--- src/rtl/efe_pkg.sv ---
package efe_pkg;

  // Line codes used by the framing.
  localparam logic [7:0] START_DELIM = 8'h7E;
  localparam logic [7:0] ESC_BYTE    = 8'h7D;
  localparam logic [7:0] XON_BYTE    = 8'h11;
  localparam logic [7:0] XOFF_BYTE   = 8'h13;
  localparam logic [7:0] ESC_XOR     = 8'h20;
  localparam logic [7:0] SUM_BASE    = 8'hFF;

  // Depth of the queue between the front and the back.
  localparam int QUEUE_DEPTH = 4;
  localparam int QUEUE_AW    = $clog2(QUEUE_DEPTH);

  // One classified input item: everything the back needs to emit its bytes.
  typedef struct packed {
    logic       hdr;      // first byte of a frame: delimiter and length go first
    logic [7:0] len_hi;
    logic [7:0] len_lo;
    logic [7:0] data;
    logic       has_chk;  // last byte of a frame: checksum follows
    logic [7:0] chk;
  } item_desc_t;

  // Status of the queue as seen by the front and the back.
  typedef struct packed {
    logic full;
    logic empty;
  } queue_status_t;

  // True for the byte values that must be escaped on the line.
  function automatic logic is_reserved(input logic [7:0] b);
    return (b == START_DELIM) || (b == ESC_BYTE) || (b == XON_BYTE) ||
           (b == XOFF_BYTE);
  endfunction

endpackage

--- src/rtl/efe_if.sv ---
// Input channel: one payload byte and the frame length.
interface efe_in_if;
  logic        valid;
  logic        ready;
  logic [7:0]  data_byte;
  logic [15:0] frame_length;

  modport source (output valid, output data_byte, output frame_length, input ready);
  modport sink (input valid, input data_byte, input frame_length, output ready);
endinterface

// Output channel: one encoded line byte per transaction.
interface efe_out_if;
  logic       valid;
  logic       ready;
  logic [7:0] out_byte;
  logic       run_last;
  logic       frame_end;

  modport source (output valid, output out_byte, output run_last, output frame_end,
                  input ready);
  modport sink (input valid, input out_byte, input run_last, input frame_end,
                output ready);
endinterface

--- src/rtl/efe_front.sv ---
module efe_front (
  input  logic                 clk,
  input  logic                 rst,
  efe_in_if.sink               items,
  input  efe_pkg::queue_status_t q_status,
  output logic                 push,
  output efe_pkg::item_desc_t  push_desc
);

  logic        in_frame;
  logic [15:0] bytes_left;
  logic [7:0]  running_sum;

  logic [15:0] len_eff;
  logic [15:0] left_base;
  logic [15:0] left_next;
  logic [7:0]  sum_base;
  logic [7:0]  sum_next;
  logic        last;

  // Classify the incoming byte against the frame state.
  always_comb begin
    len_eff   = (items.frame_length == 16'd0) ? 16'd1 : items.frame_length;
    left_base = in_frame ? bytes_left : len_eff;
    sum_base  = in_frame ? running_sum : 8'd0;
    sum_next  = sum_base + items.data_byte;
    left_next = left_base - 16'd1;
    last      = (left_next == 16'd0);

    push_desc.hdr     = !in_frame;
    push_desc.len_hi  = len_eff[15:8];
    push_desc.len_lo  = len_eff[7:0];
    push_desc.data    = items.data_byte;
    push_desc.has_chk = last;
    push_desc.chk     = efe_pkg::SUM_BASE - sum_next;
  end

  assign items.ready = !q_status.full;
  assign push        = items.valid && !q_status.full;

  // Frame state advances on every accepted transaction.
  always_ff @(posedge clk) begin
    if (rst) begin
      in_frame    <= 1'b0;
      bytes_left  <= 16'd0;
      running_sum <= 8'd0;
    end else if (push) begin
      if (last) begin
        in_frame    <= 1'b0;
        bytes_left  <= 16'd0;
        running_sum <= 8'd0;
      end else begin
        in_frame    <= 1'b1;
        bytes_left  <= left_next;
        running_sum <= sum_next;
      end
    end
  end

endmodule

--- src/rtl/efe_queue.sv ---
module efe_queue (
  input  logic                  clk,
  input  logic                  rst,
  input  logic                  push,
  input  efe_pkg::item_desc_t   push_desc,
  input  logic                  pop,
  output efe_pkg::item_desc_t   head,
  output efe_pkg::queue_status_t status
);

  efe_pkg::item_desc_t entries [efe_pkg::QUEUE_DEPTH];

  logic [efe_pkg::QUEUE_AW-1:0] wr_ptr;
  logic [efe_pkg::QUEUE_AW-1:0] rd_ptr;
  logic [efe_pkg::QUEUE_AW:0]   count;

  localparam logic [efe_pkg::QUEUE_AW:0] DEPTH_COUNT = (efe_pkg::QUEUE_AW + 1)'(
    efe_pkg::QUEUE_DEPTH);

  assign status.full  = (count == DEPTH_COUNT);
  assign status.empty = (count == '0);
  assign head         = entries[rd_ptr];

  // Descriptor storage; needs no reset.
  always_ff @(posedge clk) begin
    if (push) begin
      entries[wr_ptr] <= push_desc;
    end
  end

  // Pointers and fill count.
  always_ff @(posedge clk) begin
    if (rst) begin
      wr_ptr <= '0;
      rd_ptr <= '0;
      count  <= '0;
    end else begin
      if (push) begin
        wr_ptr <= wr_ptr + 1'b1;
      end
      if (pop) begin
        rd_ptr <= rd_ptr + 1'b1;
      end
      if (push && !pop) begin
        count <= count + 1'b1;
      end else if (pop && !push) begin
        count <= count - 1'b1;
      end
    end
  end

endmodule

--- src/rtl/efe_back.sv ---
module efe_back (
  input  logic                   clk,
  input  logic                   rst,
  input  efe_pkg::item_desc_t    head,
  input  efe_pkg::queue_status_t q_status,
  output logic                   pop,
  efe_out_if.source              line
);

  typedef enum logic [2:0] {
    ST_DELIM,
    ST_HI,
    ST_LO,
    ST_DATA,
    ST_CHK
  } step_t;

  step_t      step;
  logic       active;
  logic       esc_pend;

  step_t      cur_step;
  step_t      step_after;
  logic [7:0] raw;
  logic [7:0] emit_byte;
  logic       tok_done;
  logic       item_done;
  logic       fire;

  // Pick the current token of the head item and work out its next line byte.
  always_comb begin
    if (active) begin
      cur_step = step;
    end else begin
      cur_step = head.hdr ? ST_DELIM : ST_DATA;
    end

    unique case (cur_step)
      ST_DELIM: begin
        raw        = efe_pkg::START_DELIM;
        step_after = ST_HI;
      end
      ST_HI: begin
        raw        = head.len_hi;
        step_after = ST_LO;
      end
      ST_LO: begin
        raw        = head.len_lo;
        step_after = ST_DATA;
      end
      ST_DATA: begin
        raw        = head.data;
        step_after = ST_CHK;
      end
      ST_CHK: begin
        raw        = head.chk;
        step_after = ST_CHK;
      end
      default: begin
        raw        = head.data;
        step_after = ST_CHK;
      end
    endcase

    // The delimiter goes out raw; every other reserved value takes two bytes.
    if (esc_pend) begin
      emit_byte = raw ^ efe_pkg::ESC_XOR;
      tok_done  = 1'b1;
    end else if ((cur_step != ST_DELIM) && efe_pkg::is_reserved(raw)) begin
      emit_byte = efe_pkg::ESC_BYTE;
      tok_done  = 1'b0;
    end else begin
      emit_byte = raw;
      tok_done  = 1'b1;
    end

    item_done = tok_done &&
                ((cur_step == ST_CHK) || ((cur_step == ST_DATA) && !head.has_chk));
  end

  assign fire = !q_status.empty && (!line.valid || line.ready);
  assign pop  = fire && item_done;

  // Sequencer and output register.
  always_ff @(posedge clk) begin
    if (rst) begin
      step      <= ST_DELIM;
      active    <= 1'b0;
      esc_pend  <= 1'b0;
      line.valid <= 1'b0;
    end else begin
      if (fire) begin
        line.valid <= 1'b1;
      end else if (line.ready) begin
        line.valid <= 1'b0;
      end
      if (fire) begin
        line.out_byte  <= emit_byte;
        line.run_last  <= item_done;
        line.frame_end <= tok_done && (cur_step == ST_CHK);
        esc_pend       <= !tok_done;
        if (item_done) begin
          active <= 1'b0;
        end else begin
          active <= 1'b1;
          step   <= tok_done ? step_after : cur_step;
        end
      end
    end
  end

endmodule

--- src/rtl/escaped_frame_encoder_core.sv ---
// Escaped frame encoder with an 8-bit checksum.
// The items channel takes one payload byte per transaction together with the
// frame length, which is sampled only on the first byte of a frame (a length
// of zero counts as one). The line channel gives one encoded byte per
// transaction: the start delimiter and the two length bytes before the first
// payload byte, the payload byte, and after the last byte the checksum
// 0xFF minus the byte sum. Reserved values are sent as the escape byte then
// the value XOR 0x20. run_last marks the last line byte of an input byte and
// frame_end the final byte of the checksum.
// Throughput is one line byte per cycle while the line receiver is ready,
// set by the back-end sequencer, so an input byte gives 1 to 9 line bytes,
// typically 1 or 2 mid-frame. A four-entry queue lets the front accept bytes
// while the back is still emitting. When the queue is empty, an accepted
// input byte is written into the queue and its first line byte then passes
// through the output register. Reset clears the frame state, the queue and
// the line valid flag. When the line receiver stalls, the output byte holds,
// the queue fills, and then items.ready drops until the queue has room again.
module escaped_frame_encoder_core (
  input  logic      clk,
  input  logic      rst,
  efe_in_if.sink    items,
  efe_out_if.source line
);

  efe_pkg::queue_status_t q_status;
  efe_pkg::item_desc_t    push_desc;
  efe_pkg::item_desc_t    head;
  logic                   push;
  logic                   pop;

  efe_front u_front (
    .clk       (clk),
    .rst       (rst),
    .items     (items),
    .q_status  (q_status),
    .push      (push),
    .push_desc (push_desc)
  );

  efe_queue u_queue (
    .clk       (clk),
    .rst       (rst),
    .push      (push),
    .push_desc (push_desc),
    .pop       (pop),
    .head      (head),
    .status    (q_status)
  );

  efe_back u_back (
    .clk      (clk),
    .rst      (rst),
    .head     (head),
    .q_status (q_status),
    .pop      (pop),
    .line     (line)
  );

endmodule

--- src/flat_wrapper.sv ---
// flat-port wrapper written by rule: the top's interface ports become plain ports
module escaped_frame_encoder_core_flat 
  (clk, rst, items_valid, items_data_byte, items_frame_length, items_ready, line_valid, line_out_byte, line_run_last, line_frame_end, line_ready);
  efe_in_if items_i ();
  efe_out_if line_i ();
  input  logic clk;
  input  logic rst;
  input wire logic [$bits(items_i.valid)-1:0] items_valid;
  input wire logic [$bits(items_i.data_byte)-1:0] items_data_byte;
  input wire logic [$bits(items_i.frame_length)-1:0] items_frame_length;
  output wire logic [$bits(items_i.ready)-1:0] items_ready;
  output wire logic [$bits(line_i.valid)-1:0] line_valid;
  output wire logic [$bits(line_i.out_byte)-1:0] line_out_byte;
  output wire logic [$bits(line_i.run_last)-1:0] line_run_last;
  output wire logic [$bits(line_i.frame_end)-1:0] line_frame_end;
  input wire logic [$bits(line_i.ready)-1:0] line_ready;
  assign items_i.valid = items_valid;
  assign items_i.data_byte = items_data_byte;
  assign items_i.frame_length = items_frame_length;
  assign items_ready = items_i.ready;
  assign line_valid = line_i.valid;
  assign line_out_byte = line_i.out_byte;
  assign line_run_last = line_i.run_last;
  assign line_frame_end = line_i.frame_end;
  assign line_i.ready = line_ready;
  escaped_frame_encoder_core u_core (.clk(clk), .rst(rst), .items(items_i), .line(line_i));
endmodule
--- config.mk ---
export PLATFORM = sky130hd
export DESIGN_NAME = escaped_frame_encoder_core_flat
export DESIGN_NICKNAME = d
export VERILOG_FILES = /design/src/rtl/efe_pkg.sv /design/src/rtl/efe_if.sv /design/src/rtl/efe_front.sv /design/src/rtl/efe_queue.sv /design/src/rtl/efe_back.sv /design/src/rtl/escaped_frame_encoder_core.sv /design/src/flat_wrapper.sv
export SDC_FILE = /design/constraint.sdc
export NUM_CORES = 1
export LEC_CHECK = 0
export BUFFER_PORTS_ARGS = -buffer_cell sky130_fd_sc_hd__buf_2
export CORE_ASPECT_RATIO = 0.8
export CORE_MARGIN = 5
export CORE_UTILIZATION = 61
export DETAILED_ROUTE_END_ITERATION = 8
export PLACE_DENSITY = 0.86
export SLEW_MARGIN = 25
export SYNTH_ARGS = -nofsm -noshare
export SYNTH_HDL_FRONTEND = slang
export SYNTH_SLANG_ARGS = --single-unit
--- constraint.sdc ---
create_clock -name clk -period 5 [get_ports clk]
set_input_delay 0.5 -clock clk [delete_from_list [all_inputs] [get_ports clk]]
set_output_delay 0.5 -clock clk [all_outputs]
set_load 0.05 [all_outputs]
==> Yosys cells after proc, flatten, opt, wreduce, memory -nomap -nowiden <==
Memories as Yosys holds them, arrays and structs flattened. A register that Yosys moved wholly into a read port is not among the register bits.
Cells that the tools add are included.
{ "op_classes": {"addsub": 7, "n_mul": 0, "n_div": 0, "magnitude_cmp": 0, "eq_ne": 9, "shifts": 0, "muxes": 24, "bitwise": 3, "n_reduce_logical": 31} }
{ "op_table": {"columns": ["op", "count"], "rows": [
  ["two-way mux 16 bit", 3],
  ["zero test 16 bit", 2],
  ["two-way mux 8 bit", 4],
  ["one-hot mux 8 bit (4 select lines)", 1],
  ["equality test 8 x 5 -> 1 bit, second input constant", 2],
  ["equality test 8 x 7 -> 1 bit, second input constant", 2],
  ["subtractor 16 x 1 -> 16 bit, second input constant", 1],
  ["two-way mux 3 bit", 4],
  ["logical AND 1 bit", 9],
  ["one-hot mux 3 bit (3 select lines)", 1],
  ["adder 8 bit", 1],
  ["zero test 1 bit", 8],
  ["two-way mux 1 bit", 8],
  ["subtractor 8 bit, first input constant", 1],
  ["equality test 3 x 2 -> 1 bit, second input constant", 2],
  ["equality test 3 bit, second input constant", 2],
  ["zero test 3 bit", 2],
  ["two-way mux 2 bit", 3],
  ["logical OR 1 bit", 5],
  ["adder 2 x 1 -> 2 bit, second input constant", 2],
  ["AND reduction 2 bit", 2],
  ["nonzero test 2 bit", 2],
  ["adder 3 x 1 -> 3 bit, second input constant", 1],
  ["equality test 3 x 1 -> 1 bit, second input constant", 1],
  ["other kinds (3)", 5]
]} }
{ "totals": {"reg_bits": 48, "latchBits": 0, "ram_bits": 136, "mem_bits_ro": 0, "inputBits": 28, "output_inout_bits": 12, "n_memories": 1} }
{ "memory_table": {"columns": ["memory", "words", "word_bits", "rd", "rd_clocked_by_memory_dff", "write_ports", "line", "source"], "rows": [
  ["u_core.u_queue.entries", 4, 34, 1, 1, 1, "efe_queue.sv:11", "efe_pkg::item_desc_t entries [efe_pkg::QUEUE_DEPTH];"]
]} }

==> Logic depth before layout (Yosys ltp) <==
{ "logic_depth": {"depth_word": 16, "mapped_depth": 18, "depth_no_buf": 14} }

==> By module <==
A second synthesis with hierarchy kept.
{ "hier_totals": {"hier_cells": 640, "area_unflattened_um2": 8819.7} }
{ "modules_own_cells": {"columns": ["module", "n_inst", "cells_each", "area_each_um2", "seq_area_each_um2"], "rows": [
  ["efe_queue", 1, 222, 5383.9, 4264.1],
  ["efe_front", 1, 288, 2247.2, 500.5],
  ["efe_back", 1, 130, 1188.6, 420.4]
]} }

==> Worst setup path before layout <==
Ideal clock, no wire load.
{ "synth_timing": {"kind": "reg2reg", "start": "register (tool-made name)", "end": "register u_core.u_queue.count[2] (netlist bit)", "setup_time_ns": 0.070, "arrival_time_ns": 4.213, "required_time_ns": 4.930, "slack_ns": 0.716, "path_stages_with_launch": 17, "n_path_buf": 4, "synth_period_minus_slack_ns": 4.284, "cell_sequence": "dfxtp_1 > buf_6 > buf_2 > buf_2 > buf_2 > mux4_2 > a211oi_1 > nand3_1 > a221oi_4 > nor2b_1 > nand2_1 > ha_1 > inv_1 > fa_1 > xor2_1 > or3_1 > a21oi_1"} }
{ "synth_lines": {"columns": ["element", "line", "source"], "rows": [
  ["end signal: assignment", "efe_queue.sv:45", "count <= count + 1'b1;"],
  ["end signal: assignment", "efe_queue.sv:47", "count <= count - 1'b1;"],
  ["end: declaration", "efe_queue.sv:15", "logic [efe_pkg::QUEUE_AW:0] count;"]
]} }

==> flow_summary.ini <==
[run_status]
status = finished clean

[timing]
skew_ns = 0.01350
post-route-period-util = 0.8764
fin_ws_ns = 0.6180
fin_crit_ns = 4.382
drv_slew = 0
grt_setup_unrepaired = no
relSlewSlack = 0.2859
finalHoldViolCount = 0
max_freq_mhz = 228.2
tightest_slew_ns = 1.067
setup_violations = 0
tns_ns = 0

[setup_path]
crit_slowest_cell = a211oi_1
crit_buf_inv = 2
cp-end-kind = flop
path_max_fanout = 18
worstPathCellList = buf_4 -> mux4_2 -> a22oi_1 -> nor2_1 -> a211oi_1 -> nand3_1 -> a221oi_4 -> nor2b_1 -> nand2_1 -> ha_1 -> inv_1 -> fa_1 -> xor2_1 -> or3_1 -> a21oi_1
crit_arrival_ns = 4.74
critPathMaxStageDelay_ns = 0.63
worstSetupStartpointType = flop
crit_required_ns = 5.35
critPathKind = flop to flop
cp_top_family = compound AO/OA/AOI/OAI gates

[yosys]
ys_warn_count = 0
syn_inst = 626
ys_seq_elements = 186
ys_types = 63
synth_ff_type = edfxtp_1
synth_enable_flop_cells = 146
async_reset_ff_frac = 0
syn_avg_cell_area_um2 = 13.48
ys_seq_area_frac = 0.6143
synth_nets = 670
netlist_area_mm2 = 0.008441

[cells_and_area]
num_antenna_cells = 0
fin_nets = 699
fill_cells = 898
final_cell_area_mm2 = 0.009405
syn2layout_area_growth_pct = 11.43
fin_cells = 848
drive_gt1_frac = 0.1886

[clocking]
cts.repair.resized = 0
clockBufferDepth = 2
numCtsBuffers = 17
clock_sinks = 186
clk_latency_ns = 0.44
clk_pin_slew_worst_paths_ns = 0.06
h-tree-depth = 4
postCtsSetupRepairBufs = 0
cts_tree = done
cts_hold_buffers = 0
clock-root-buffer = clkbuf_16

[power]
ir_drop_uv = 378.8
p_per_area_mw_per_mm2 = 532.9
p_total_mw = 5.012
leakage_nw = 3.222

[global_routing]
track_usage = 0.2487
grt_max_degree = 43
antenna_found_initial = 0
overflow = 0
grt_first_pass_wirelength_um = 30840
grt_pass1_vias = 5546

[place]
place_ws_ns = 0.6704
place.gp.congestion = 0.9155
dp.cells = 816
portBuffers = 39
dp_hpwl_um = 12390
placed_cell_area_mm2 = 0.008785

[route]
wl_um = 19190
routed_via_density = 6.537
drt_pass1_iterations = 5
drc = 0
num_vias = 5543
drt.antenna.violating_nets = 0
routedWlPerCell_um = 22.63
drtIter0Drc = 817

[floorplan]
die_x_um = 141.5
ios = 40
core-area_mm2 = 0.01355
initial_core_util = 0.6229
rows = 38
die_y_um = 115.2
dieArea_mm2 = 0.01630

[flow_run]
cap_violations = 0

[hold_path]
hold_class = primary input to flop
-- layer usage --
layer / up-vias / GRT usage / routed length, µm
met5: - / 0 / 0
met4: 0 / 0.07609 / 365
met3: 44 / 0.06362 / 1625
met2: 300 / 0.3957 / 9412
met1: 2750 / 0.3442 / 7787
li1: 2449 / - / -
-- synthesized netlist by cell type, types with 6 or more instances --
| cell type | count | area [µm²] |
|---|---|---|
| a31oi_1 | 6 | 37.54 |
| ha_1 | 14 | 175.2 |
| mux4_2 | 33 | 743.2 |
| nor3_1 | 18 | 90.09 |
| or3_1 | 9 | 56.30 |
| nand2_1 | 39 | 146.4 |
| nor4_1 | 7 | 43.79 |
| nand3_1 | 7 | 35.03 |
| a21o_1 | 6 | 45.04 |
| and2_1 | 9 | 56.30 |
| xnor2_1 | 15 | 131.4 |
| nor2_1 | 39 | 146.4 |
| inv_1 | 14 | 52.55 |
| nor2b_1 | 8 | 50.05 |
| edfxtp_1 | 146 | 4384 |
| xor2_1 | 9 | 78.83 |
| o21ai_0 | 22 | 110.1 |
| dfxtp_1 | 40 | 800.8 |
| a21oi_1 | 37 | 185.2 |
| clkbuf_1 | 33 | 123.9 |
| mux2i_1 | 14 | 140.1 |
-- layout by cell type (no fill, tap or decap), types with 6 or more instances in the layout --
| master | n |
|---|---|
| nand2_1 | 39 |
| ha_1 | 14 |
| a21oi_1 | 37 |
| a21o_1 | 6 |
| dfxtp_1 | 39 |
| xor2_1 | 9 |
| nor4_1 | 7 |
| nor3_1 | 18 |
| edfxtp_1 | 146 |
| a31oi_1 | 6 |
| or3_1 | 9 |
| nor2_1 | 39 |
| mux2i_1 | 14 |
| inv_1 | 14 |
| xnor2_1 | 15 |
| mux4_2 | 33 |
| buf_2 | 39 |
| buf_4 | 14 |
| nand3_1 | 7 |
| o21ai_0 | 22 |
| and2_1 | 9 |
| nor2b_1 | 8 |
| clkbuf_16 | 17 |
-- worst reg2reg max path, delay by kind of cell, from the launching register on --
family / cells / cell delay, ns
XOR/XNOR: 1 / 0.17
AO/OA/AOI/OAI: 4 / 1.35
AND/OR/NAND/NOR: 5 / 0.80
multiplexers: 1 / 0.58
flip-flops: 1 / 0.40
buffers and inverters: 2 / 0.44
adder cells (fa/ha/maj): 2 / 0.56
-- area by class of cell --
cell class	instances	area, µm²	share of cell area
repair buffers	53	300.3	0.03193
multi-input cells	382	3017	0.3207
flip-flops and latches	186	5186	0.5514
clock buffers	18	429.2	0.04563
clock inverters	14	191.4	0.02035
inverters	15	56.30	0.005986
well taps	180	225.2	0.02395
-- state kept, by name, summed over array words and instances (netlist names), 2 cells and up, named ones only --
| name | count |
|---|---|
| u_core.u_back.step | 3 |
| u_core.u_back.line.out_byte | 8 |
| u_core.u_front.bytes_left | 16 |
| u_core.u_queue.wr_ptr | 2 |
| u_core.u_queue.count | 3 |
| u_core.u_queue.entries | 136 |
| u_core.u_front.running_sum | 8 |
| u_core.u_queue.rd_ptr | 2 |
-- path summary, 6_finish.rpt --
path                                                end  slack (ns)  depth (start not counted)                                  startpoint
max                u_core.u_queue.count[2]$_SDFFE_PP0P_        0.62                         15                                        flop
min             u_core.u_queue.entries[3][16]$_DFFE_PP_        0.31                          1                          items_data_byte[7]
max reg2reg        u_core.u_queue.count[2]$_SDFFE_PP0P_        0.62                         15                                        flop
min reg2reg  u_core.u_front.running_sum[2]$_SDFFE_PP0P_        0.45                          2  u_core.u_front.running_sum[2]$_SDFFE_PP0P_
-- logic make-up after synthesis --
logic type | share of synthesized area
compound gates | 0.09147
xor+xnor | 0.02490
fa+ha+maj | 0.02550
buf+inv | 0.02831
flops | 0.6143
mux | 0.1091
simple gates | 0.1064
-- metrics by stage --
stage               hold slack [ns]    util
floorplan                    0.4167       -
global placement             0.4272  0.6483
detailed placement           0.4344  0.6483
CTS                          0.2969  0.6941
global route                 0.3086  0.6941
finish                       0.3100  0.6941
-- where the power goes --
| group | switching [mW] | total [mW] | internal, mW |
|---|---|---|---|
| clock network | 0.584 | 1.42 | 0.840 |
| logic | 0.912 | 1.49 | 0.582 |
| registers | 0.149 | 2.09 | 1.94 |
Power figures use the tool's default switching activity.
